--- config.mk ---
export PLATFORM = sky130hd
export DESIGN_NAME = base32_to_uuid_text
export DESIGN_NICKNAME = d
export VERILOG_FILES = /design/src/b32u_pkg.sv /design/src/b32u_ram.sv /design/src/b32u_pack.sv /design/src/b32u_emit.sv /design/src/base32_to_uuid_text.sv
export SDC_FILE = /design/constraint.sdc
export NUM_CORES = 1
export LEC_CHECK = 0
export BUFFER_PORTS_ARGS = -buffer_cell sky130_fd_sc_hd__buf_2
export CAP_MARGIN = 20
export CORE_ASPECT_RATIO = 1.75
export CORE_MARGIN = 10
export CORE_UTILIZATION = 39
export CTS_BUF_LIST = sky130_fd_sc_hd__clkbuf_4 sky130_fd_sc_hd__clkbuf_8
export CTS_CLUSTER_DIAMETER = 120
export DETAILED_ROUTE_END_ITERATION = 10
export PLACE_DENSITY_LB_ADDON = 0.12
export SLEW_MARGIN = 25
export SYNTH_ARGS = -nofsm -noshare
export SYNTH_HDL_FRONTEND = slang
export SYNTH_SLANG_ARGS = --single-unit
--- constraint.sdc ---
create_clock -name clk_i -period 6.8 [get_ports clk_i]
set_input_delay 0.34 -clock clk_i [delete_from_list [all_inputs] [get_ports clk_i]]
set_output_delay 0.34 -clock clk_i [all_outputs]
set_load 0.05 [all_outputs]
--- src/b32u_pkg.sv ---
// Shared types, constants and helper functions for the base32 to UUID text block.
// No dependencies; every other file in src/ refers to this package by scoped name.
`default_nettype none

package b32u_pkg;

  localparam int unsigned IdBytes  = 16;
  localparam int unsigned AddrW    = $clog2(IdBytes);
  localparam int unsigned FillW    = AddrW + 1;
  localparam int unsigned TextLen  = 36;
  localparam int unsigned PosW     = $clog2(TextLen);
  localparam logic [PosW-1:0] LastPos = PosW'(TextLen - 1);

  localparam logic [7:0] ChDash  = 8'h2d;
  localparam logic [7:0] ChZero  = 8'h30;
  localparam logic [7:0] ChLowA  = 8'h61;
  localparam logic [7:0] ChLowZ  = 8'h7a;
  localparam logic [7:0] ChTwo   = 8'h32;
  localparam logic [7:0] ChSeven = 8'h37;

  typedef struct packed {
    logic [7:0] char_code;
    logic       has_char;
    logic       last_in;
  } in_beat_t;

  typedef struct packed {
    logic [7:0] text_char;
    logic       ok;
    logic       last_out;
  } out_beat_t;

  // emitter -> packer
  typedef struct packed {
    logic flush;
    logic clear;
  } pack_ctl_t;

  // packer -> emitter
  typedef struct packed {
    logic             bad;
    logic             any;
    logic [FillW-1:0] fill;
  } pack_stat_t;

  typedef struct packed {
    logic             dash;
    logic [AddrW-1:0] idx;
    logic             hi;
  } pos_info_t;

  typedef struct packed {
    logic       valid;
    logic [4:0] value;
  } sym_t;

  typedef enum logic [2:0] {
    ST_IDLE,
    ST_FLUSH,
    ST_PREP,
    ST_LOAD,
    ST_SHOW
  } emit_state_e;

  function automatic sym_t sym_decode(input logic [7:0] c);
    sym_t s;
    s.valid = 1'b0;
    s.value = 5'd0;
    if (c >= ChLowA && c <= ChLowZ) begin
      s.valid = 1'b1;
      s.value = 5'(c - ChLowA);
    end else if (c >= ChTwo && c <= ChSeven) begin
      s.valid = 1'b1;
      s.value = 5'(c - ChTwo) + 5'd26;
    end
    return s;
  endfunction

  // 8-4-4-4-12 layout: dashes at text positions 8, 13, 18 and 23
  function automatic pos_info_t pos_info(input logic [PosW-1:0] pos);
    pos_info_t  r;
    logic [PosW-1:0] p;
    r.dash = 1'b0;
    r.idx  = '0;
    r.hi   = 1'b0;
    p      = '0;
    if (pos < PosW'(8)) begin
      p     = pos;
      r.idx = AddrW'(p >> 1);
    end else if (pos == PosW'(8) || pos == PosW'(13) || pos == PosW'(18)
                 || pos == PosW'(23)) begin
      r.dash = 1'b1;
    end else if (pos < PosW'(13)) begin
      p     = pos - PosW'(9);
      r.idx = AddrW'(p >> 1) + AddrW'(4);
    end else if (pos < PosW'(18)) begin
      p     = pos - PosW'(14);
      r.idx = AddrW'(p >> 1) + AddrW'(6);
    end else if (pos < PosW'(23)) begin
      p     = pos - PosW'(19);
      r.idx = AddrW'(p >> 1) + AddrW'(8);
    end else begin
      p     = pos - PosW'(24);
      r.idx = AddrW'(p >> 1) + AddrW'(10);
    end
    r.hi = ~p[0];
    return r;
  endfunction

  function automatic logic [7:0] hex_char(input logic [3:0] n);
    logic [7:0] c;
    if (n < 4'd10) begin
      c = ChZero + 8'(n);
    end else begin
      c = ChLowA + 8'(n - 4'd10);
    end
    return c;
  endfunction

endpackage

`default_nettype wire

--- src/b32u_ram.sv ---
// Byte store: 16 x 8 synchronous memory, one write port, one registered read port.
// Depends on b32u_pkg for the depth and address width.
`default_nettype none

module b32u_ram (
  input  wire logic                      clk_i,
  input  wire logic                      wr_en_i,
  input  wire logic [b32u_pkg::AddrW-1:0] wr_addr_i,
  input  wire logic [7:0]                wr_data_i,
  input  wire logic [b32u_pkg::AddrW-1:0] rd_addr_i,
  output logic      [7:0]                rd_data_o
);

  logic [7:0] mem [b32u_pkg::IdBytes];
  logic [7:0] rd_data_q;

  always_ff @(posedge clk_i) begin
    if (wr_en_i) begin
      mem[wr_addr_i] <= wr_data_i;
    end
  end

  always_ff @(posedge clk_i) begin
    rd_data_q <= mem[rd_addr_i];
  end

  assign rd_data_o = rd_data_q;

endmodule

`default_nettype wire

--- src/b32u_pack.sv ---
// Symbol decode and bit packer: folds 5-bit symbols into bytes and writes them
// to the byte store. Depends on b32u_pkg.
`default_nettype none

module b32u_pack (
  input  wire logic                       clk_i,
  input  wire logic                       rst_ni,
  input  wire logic                       take_i,
  input  wire b32u_pkg::in_beat_t         beat_i,
  input  wire b32u_pkg::pack_ctl_t        ctl_i,
  output b32u_pkg::pack_stat_t            stat_o,
  output logic                            wr_en_o,
  output logic [b32u_pkg::AddrW-1:0]      wr_addr_o,
  output logic [7:0]                      wr_data_o
);

  logic [6:0]                  acc_q, acc_d;
  logic [2:0]                  pend_q, pend_d;
  logic [b32u_pkg::FillW-1:0]  fill_q, fill_d;
  logic                        bad_q, bad_d;
  logic                        any_q, any_d;

  b32u_pkg::sym_t sym;
  logic [11:0]    acc_wide;
  logic [3:0]     pend_sum;
  logic [2:0]     rem;
  logic [11:0]    rem_mask;
  logic [7:0]     flush_byte;
  logic [3:0]     flush_sh;
  logic           has_room;

  assign sym      = b32u_pkg::sym_decode(beat_i.char_code);
  assign acc_wide = {acc_q, sym.value};
  assign pend_sum = {1'b0, pend_q} + 4'd5;
  assign rem      = pend_sum[2:0];
  assign rem_mask = (12'd1 << rem) - 12'd1;
  assign flush_sh = 4'd8 - {1'b0, pend_q};
  assign flush_byte = 8'({1'b0, acc_q} << flush_sh);
  assign has_room = ~fill_q[b32u_pkg::FillW-1];

  always_comb begin
    acc_d     = acc_q;
    pend_d    = pend_q;
    fill_d    = fill_q;
    bad_d     = bad_q;
    any_d     = any_q;
    wr_en_o   = 1'b0;
    wr_addr_o = fill_q[b32u_pkg::AddrW-1:0];
    wr_data_o = flush_byte;

    if (ctl_i.clear) begin
      acc_d  = '0;
      pend_d = '0;
      fill_d = '0;
      bad_d  = 1'b0;
      any_d  = 1'b0;
    end else if (ctl_i.flush) begin
      // trailing partial byte, zero padded on the right
      if (pend_q != 3'd0 && has_room) begin
        wr_en_o = 1'b1;
        fill_d  = fill_q + b32u_pkg::FillW'(1);
      end
    end else if (take_i && beat_i.has_char) begin
      any_d = 1'b1;
      if (!sym.valid) begin
        bad_d = 1'b1;
      end else begin
        pend_d = rem;
        if (pend_sum[3]) begin
          wr_data_o = 8'(acc_wide >> rem);
          acc_d     = 7'(acc_wide & rem_mask);
          if (has_room) begin
            wr_en_o = 1'b1;
            fill_d  = fill_q + b32u_pkg::FillW'(1);
          end
        end else begin
          acc_d = 7'(acc_wide);
        end
      end
    end
  end

  always_ff @(posedge clk_i or negedge rst_ni) begin
    if (!rst_ni) begin
      acc_q  <= '0;
      pend_q <= '0;
      fill_q <= '0;
      bad_q  <= 1'b0;
      any_q  <= 1'b0;
    end else begin
      acc_q  <= acc_d;
      pend_q <= pend_d;
      fill_q <= fill_d;
      bad_q  <= bad_d;
      any_q  <= any_d;
    end
  end

  assign stat_o.bad  = bad_q;
  assign stat_o.any  = any_q;
  assign stat_o.fill = fill_q;

endmodule

`default_nettype wire

--- src/b32u_emit.sv ---
// Emit sequencer: walks the 36 text positions, reads the byte store and drives
// the output register. Depends on b32u_pkg.
`default_nettype none

module b32u_emit (
  input  wire logic                       clk_i,
  input  wire logic                       rst_ni,
  input  wire logic                       start_i,
  input  wire b32u_pkg::pack_stat_t       stat_i,
  output b32u_pkg::pack_ctl_t             ctl_o,
  output logic [b32u_pkg::AddrW-1:0]      rd_addr_o,
  input  wire logic [7:0]                 rd_data_i,
  output logic                            idle_o,
  output logic                            out_valid_o,
  input  wire logic                       out_ready_i,
  output b32u_pkg::out_beat_t             out_data_o
);

  b32u_pkg::emit_state_e          state_q, state_d;
  logic [b32u_pkg::PosW-1:0]      pos_q, pos_d;
  logic                           valid_q, valid_d;
  b32u_pkg::out_beat_t            out_q, out_d;

  b32u_pkg::pos_info_t cur_info;
  b32u_pkg::pos_info_t nxt_info;
  logic [7:0]          byte_val;
  logic                beat_done;

  assign cur_info  = b32u_pkg::pos_info(pos_q);
  assign nxt_info  = b32u_pkg::pos_info(pos_d);
  // read address follows the next position so data lands in ST_LOAD
  assign rd_addr_o = nxt_info.idx;
  // entries at or past the fill count were never written this string: zero
  assign byte_val  = ({1'b0, cur_info.idx} < stat_i.fill) ? rd_data_i : 8'h00;
  assign beat_done = valid_q & out_ready_i;

  always_comb begin
    state_d     = state_q;
    pos_d       = pos_q;
    valid_d     = valid_q;
    out_d       = out_q;
    ctl_o.flush = 1'b0;
    ctl_o.clear = 1'b0;

    unique case (state_q)
      b32u_pkg::ST_IDLE: begin
        if (start_i) begin
          state_d = b32u_pkg::ST_FLUSH;
        end
      end
      b32u_pkg::ST_FLUSH: begin
        pos_d = '0;
        if (stat_i.bad || !stat_i.any) begin
          out_d.text_char = 8'h00;
          out_d.ok        = 1'b0;
          out_d.last_out  = 1'b1;
          valid_d         = 1'b1;
          state_d         = b32u_pkg::ST_SHOW;
        end else begin
          ctl_o.flush = 1'b1;
          state_d     = b32u_pkg::ST_PREP;
        end
      end
      b32u_pkg::ST_PREP: begin
        state_d = b32u_pkg::ST_LOAD;
      end
      b32u_pkg::ST_LOAD: begin
        out_d.text_char = cur_info.dash ? b32u_pkg::ChDash :
                          b32u_pkg::hex_char(cur_info.hi ? byte_val[7:4] : byte_val[3:0]);
        out_d.ok        = 1'b1;
        out_d.last_out  = (pos_q == b32u_pkg::LastPos);
        valid_d         = 1'b1;
        state_d         = b32u_pkg::ST_SHOW;
      end
      b32u_pkg::ST_SHOW: begin
        if (beat_done) begin
          valid_d = 1'b0;
          if (out_q.last_out) begin
            ctl_o.clear = 1'b1;
            pos_d       = '0;
            state_d     = b32u_pkg::ST_IDLE;
          end else begin
            pos_d   = pos_q + b32u_pkg::PosW'(1);
            state_d = b32u_pkg::ST_LOAD;
          end
        end
      end
      default: begin
        state_d = b32u_pkg::ST_IDLE;
      end
    endcase
  end

  always_ff @(posedge clk_i or negedge rst_ni) begin
    if (!rst_ni) begin
      state_q <= b32u_pkg::ST_IDLE;
      pos_q   <= '0;
      valid_q <= 1'b0;
    end else begin
      state_q <= state_d;
      pos_q   <= pos_d;
      valid_q <= valid_d;
    end
  end

  always_ff @(posedge clk_i) begin
    out_q <= out_d;
  end

  assign idle_o      = (state_q == b32u_pkg::ST_IDLE);
  assign out_valid_o = valid_q;
  assign out_data_o  = out_q;

endmodule

`default_nettype wire

--- src/base32_to_uuid_text.sv ---
// base32_to_uuid_text: decodes a lower-case base32 string into 16 bytes and
// emits them as 36 characters of UUID text (8-4-4-4-12, lowercase hex).
//
// Input channel (in_valid_i / in_ready_o / in_data_i): one character per beat;
// has_char = 0 marks a beat with no character, last_in ends the string. While
// a string is being taken in, a beat is accepted every cycle.
// After a beat with last_in the input stalls (in_ready_o low) until the whole
// answer has been taken. The answer is either 36 text beats (ok = 1, last_out
// on the final one) or a single failure beat (text_char = 0, ok = 0,
// last_out = 1) for an invalid character or an empty string.
// The last input beat leads to ST_FLUSH and then ST_PREP; each text beat is
// built in ST_LOAD (one byte store read per beat plus the output register) and
// held in ST_SHOW until taken, so out_valid_o drops between text beats. A
// failure beat is set up in ST_FLUSH and goes straight to ST_SHOW.
// A receiver stall simply holds the output register; nothing is lost.
// Reset returns to idle with an empty string; the byte store needs no clearing
// since bytes past the fill count read as zero.
`default_nettype none

module base32_to_uuid_text (
  input  wire logic                 clk_i,
  input  wire logic                 rst_ni,
  input  wire logic                 in_valid_i,
  output logic                      in_ready_o,
  input  wire b32u_pkg::in_beat_t   in_data_i,
  output logic                      out_valid_o,
  input  wire logic                 out_ready_i,
  output b32u_pkg::out_beat_t       out_data_o
);

  b32u_pkg::pack_ctl_t           ctl;
  b32u_pkg::pack_stat_t          stat;
  logic                          idle;
  logic                          take;
  logic                          wr_en;
  logic [b32u_pkg::AddrW-1:0]    wr_addr;
  logic [7:0]                    wr_data;
  logic [b32u_pkg::AddrW-1:0]    rd_addr;
  logic [7:0]                    rd_data;

  assign in_ready_o = idle;
  assign take       = in_valid_i & idle;

  b32u_pack u_pack (
    .clk_i     (clk_i),
    .rst_ni    (rst_ni),
    .take_i    (take),
    .beat_i    (in_data_i),
    .ctl_i     (ctl),
    .stat_o    (stat),
    .wr_en_o   (wr_en),
    .wr_addr_o (wr_addr),
    .wr_data_o (wr_data)
  );

  b32u_ram u_ram (
    .clk_i     (clk_i),
    .wr_en_i   (wr_en),
    .wr_addr_i (wr_addr),
    .wr_data_i (wr_data),
    .rd_addr_i (rd_addr),
    .rd_data_o (rd_data)
  );

  b32u_emit u_emit (
    .clk_i       (clk_i),
    .rst_ni      (rst_ni),
    .start_i     (take & in_data_i.last_in),
    .stat_i      (stat),
    .ctl_o       (ctl),
    .rd_addr_o   (rd_addr),
    .rd_data_i   (rd_data),
    .idle_o      (idle),
    .out_valid_o (out_valid_o),
    .out_ready_i (out_ready_i),
    .out_data_o  (out_data_o)
  );

endmodule

`default_nettype wire

==> summary.txt <==
Critical path
  – Worst reg2reg path startpoint: u_emit.pos_q[0]
  – CP peak stage delay: 740 ps
  – Crit path from: u_emit.pos_q[0]
  – CP endpoint: u_ram.rd_data_o[6]
  – R2R Path End: u_ram.rd_data_o[6]
  – CP Capture Type: register
  – Buffers & Inverters on Critical Path: 3
  – Reg2Reg Depth: 16
  – Delay-heaviest family, CP: compound AO/OA/AOI/OAI gates
  – Critical Path Slowest Stage Cell: a32oi_4
  – CP max FO: 14
  – Worst setup SP type: register
  – Critical Path Stages: 16
  – Crit path kind: register to register
  – Most common cell on crit path: nand2_1
  – Crit-path cells: ha_1 -> o211ai_1 -> a22oi_1 -> a2bb2oi_1 -> buf_4 -> inv_1 -> ha_1 -> nand2_1 -> nand2_1 -> o21ai_1 -> a31oi_1 -> a32oi_4 -> buf_4 -> mux4_2 -> a22oi_1 -> nand2_1
  – Worst EP required: 7150 ps
  – CP arrival: between 5000 and 6000 ps
  – Internal reg-to-reg setup slack: 1540 ps

Pwr
  – Psw: around 1.1 mW
  – Power share of the combinational group: 0.306
  – P_leak: about 3.8 nW
  – Switching Share: 0.3727
  – Power share of the clock group: 0.233
  – Pwr per Cell Area: between 200 and 300 nW/µm²
  – P_int: between 1.5 and 2 mW
  – Worst VDD drop: 0.0001721 V
  – Sequential cell fraction of total power: 0.461

Clock network
  – CTS Sinks: between 150 and 200
  – Max Root-Sink Buffers: 2
  – CTS Root Cell: clkbuf_8
  – Setup Buffers After CTS: 0
  – Worst skew pair latency: 480 ps
  – Clk pin slew, worst setup/hold paths: between 100 and 150 ps
  – Hold Buf Count CTS: 1
  – CTS tree: done
  – Depth of the CTS H-tree: 4
  – CTS resizes: 0
  – TritonCTS Buffers: 17

Run
  – Max Cap Viol: 0

Routing
  – WL final: between 20 and 25 mm
  – Antenna-violating nets left: 0
  – DR WL/cell: 21.57 µm
  – DRC Markers: 0
  – Via count: roughly 6500
  – Vias per cell: roughly 5.7
  – Router iterations before antenna repair: 5
  – Drt initial violations: 331

Floorplanning
  – Initial core utilization: 0.3965
  – FP Rows: 75
  – Die height: around 230 µm
  – Die area: 31320 µm²
  – Core area: ~24000 µm²
  – Io pins: 26
  – Die W: 138.1 µm

Logic synthesis
  – YS warnings: 0
  – Async set-or-reset flop fraction in the synthesized netlist: 0.1570
  – Post-synth EDFFs: approximately 140
  – Synth area leader: edfxtp_1
  – Largest cells by area after synthesis: edfxtp_1 (43%), mux4_2 (7.3%), dfrtp_1 (7.1%), ha_1 (6.8%), nor2_1 (2.8%)
  – Yosys reg bits: approximately 170
  – Netlist cell types: 84
  – Register area share after synthesis: 0.5197
  – Mapped Nets: 858
  – Top cell type's share of synthesized area: 0.4319
  – Syn Inst Count: between 700 and 800
  – Cell area after synthesis: between 9000 and 10000 µm²
  – Post-synth top flop: edfxtp_1
  – Mean Syn Cell Area: ~12 µm²

Timing
  – Worst-Margin Slew: 958.7 ps
  – Clock Skews: roughly 26 ps
  – Setup TNS: 0 ps
  – Slew Viols, Final: 0
  – Share of the clock period used by the worst path: 0.7731
  – Final hold vios: 0
  – Slew headroom: 0.3609
  – RSZ-0062 raised after global routing: false
  – Achievable Freq: between 150 and 200 MHz
  – Finish-stage setup viols: 0
  – Min cycle time layout: about 5300 ps

Worst hold path
  – Hold Crit Class: input pin to register

Final layout
  – # diodes: 0
  – Final Net Count: between 800 and 900
  – Area Overhead vs Synth: 9.144%
  – Filler cells: ~2300
  – Post-Layout Cell Count: 1137
  – Share of layout cells above drive strength 1: 0.1653

GRT
  – Vias in the first global route: 6908
  – Total Routing Usage GR: 0.1575
  – GR Overflow Total: 0
  – Largest net degree at the start of global routing: 36
  – First-pass GRT wire length: between 30 and 40 mm
  – Initial antenna violation count: 0

Placement
  – Gpl congestion: 0.8936
  – Port bufs: 24
  – Hpwl dp: ~18 mm
  – Placed cells: between 1000 and 1500

Status
  – Status: complete, no violations
-- power groups by stage --
stage	combinational, mW	sequential [mW]	clock (mW)
after detailed placement	0.870	1.34	0
after CTS	0.874	1.32	0.690
after global placement	0.849	1.34	0
final	0.875	1.32	0.667
after global routing	0.970	1.33	0.737
after floorplan	0.607	1.35	0
-- placed cells by master (no fill, tap or decap), drive strengths merged, types with 4 or more instances in the layout --
cell,count
o21a,5
mux2i,12
xnor2,21
o22ai,5
xor2,7
buf,42
a211oi,12
nor2,72
o31ai,15
nand2,61
nand3,20
nand2b,9
nand4,4
clkinv,4
a211o,4
or2,5
a22oi,19
clkbuf,19
a31oi,13
dfrtp,27
edfxtp,137
and3,5
nor3,20
and2,5
a21o,5
nor2b,6
mux4,34
inv,36
or3,4
clkinvlp,5
o211ai,11
dfxtp,8
ha,52
a21oi,37
nand3b,4
o21ai,38
-- kinds of logic (layout without fill, tap and decap cells) --
kind of cell | count (synthesis) | in the layout | share of synthesized area
xor+xnor | 28 | 28 | 0.02575
mux | 49 | 49 | 0.09774
simple gates | 227 | 227 | 0.1146
flops | 172 | 172 | 0.5197
other cells | 1 | 1 | 0.0003937
compound gates | 193 | 193 | 0.1403
fa+ha+maj | 52 | 52 | 0.06831
buf+inv | 70 | 107 | 0.03324
-- through the flow --
stage               hold slack (ps)  utilization  cell area, µm²  power, mW  setup slack, ps
global placement              415.5       0.4165           10010      2.191             1458
global route                  100.2       0.4327           10400      3.039             1184
detailed placement            430.3       0.4167           10010      2.213             1522
CTS                           83.00       0.4320           10380      2.884             1494
finish                        120.1       0.4327           10400      2.863             1543
floorplan                     44.41            -            9524      1.955             2386
-- synth_stat cells, drive strengths merged, types with 4 or more instances --
cell type	n
a211o	4
a211oi	12
a21o	5
a21oi	37
a22oi	19
a31oi	13
and2	5
and3	5
buf	16
clkbuf	22
dfrtp	27
dfxtp	8
edfxtp	137
ha	52
inv	31
mux2i	12
mux4	34
nand2	61
nand2b	9
nand3	20
nand3b	4
nand4	4
nor2	72
nor2b	6
nor3	20
o211ai	11
o21a	5
o21ai	38
o22ai	5
o31ai	15
or2	5
or3	4
xnor2	21
xor2	7
-- registers in the layout, indices dropped and copies added, names as in the netlist --
signal              flops
u_pack.acc_q            7
u_ram.mem             128
u_pack.fill_q           5
u_emit.state_q          3
u_pack.bad_q            1
u_emit.out_valid_o      1
u_ram.rd_data_o         8
u_pack.any_q            1
u_pack.pend_q           3
u_emit.out_data_o       9
u_emit.pos_q            6
-- how the worst min path moves through the flow --
stage / startpoint / end / slack, ps / depth (start not counted)
after floorplan: rst_ni / u_emit.out_valid_o / 40 / 0
after global placement: rst_ni / u_emit.pos_q[2] / 420 / 1
after detailed placement: rst_ni / u_emit.pos_q[5] / 430 / 1
after CTS: out_ready_i / u_emit.out_valid_o / 80 / 2
after global routing: out_ready_i / u_emit.out_valid_o / 100 / 2
final: out_ready_i / u_emit.out_valid_o / 120 / 2
-- per-layer routing --
layer  part of all wire  wire (µm)  track usage  vias up
li1                   -          -            -     3064
met1               0.36       8909       0.1593     3224
met2               0.55      13530       0.3003      187
met3              0.038        930      0.02681       58
met4              0.047       1162      0.08259        0
met5                  0          0            0        -
-- final cells by class --
cell class              count  area (µm²)  share of cell area
clock inverters            13       110.1             0.01059
flip-flops and latches    172        4950              0.4762
multi-input cells         550        4314              0.4150
inverters                  32       121.4             0.01168
clock buffers              19       249.0             0.02395
well taps                 308       385.4             0.03707
repair buffers             43       265.3             0.02552
(Power assumes the default switching activity.)
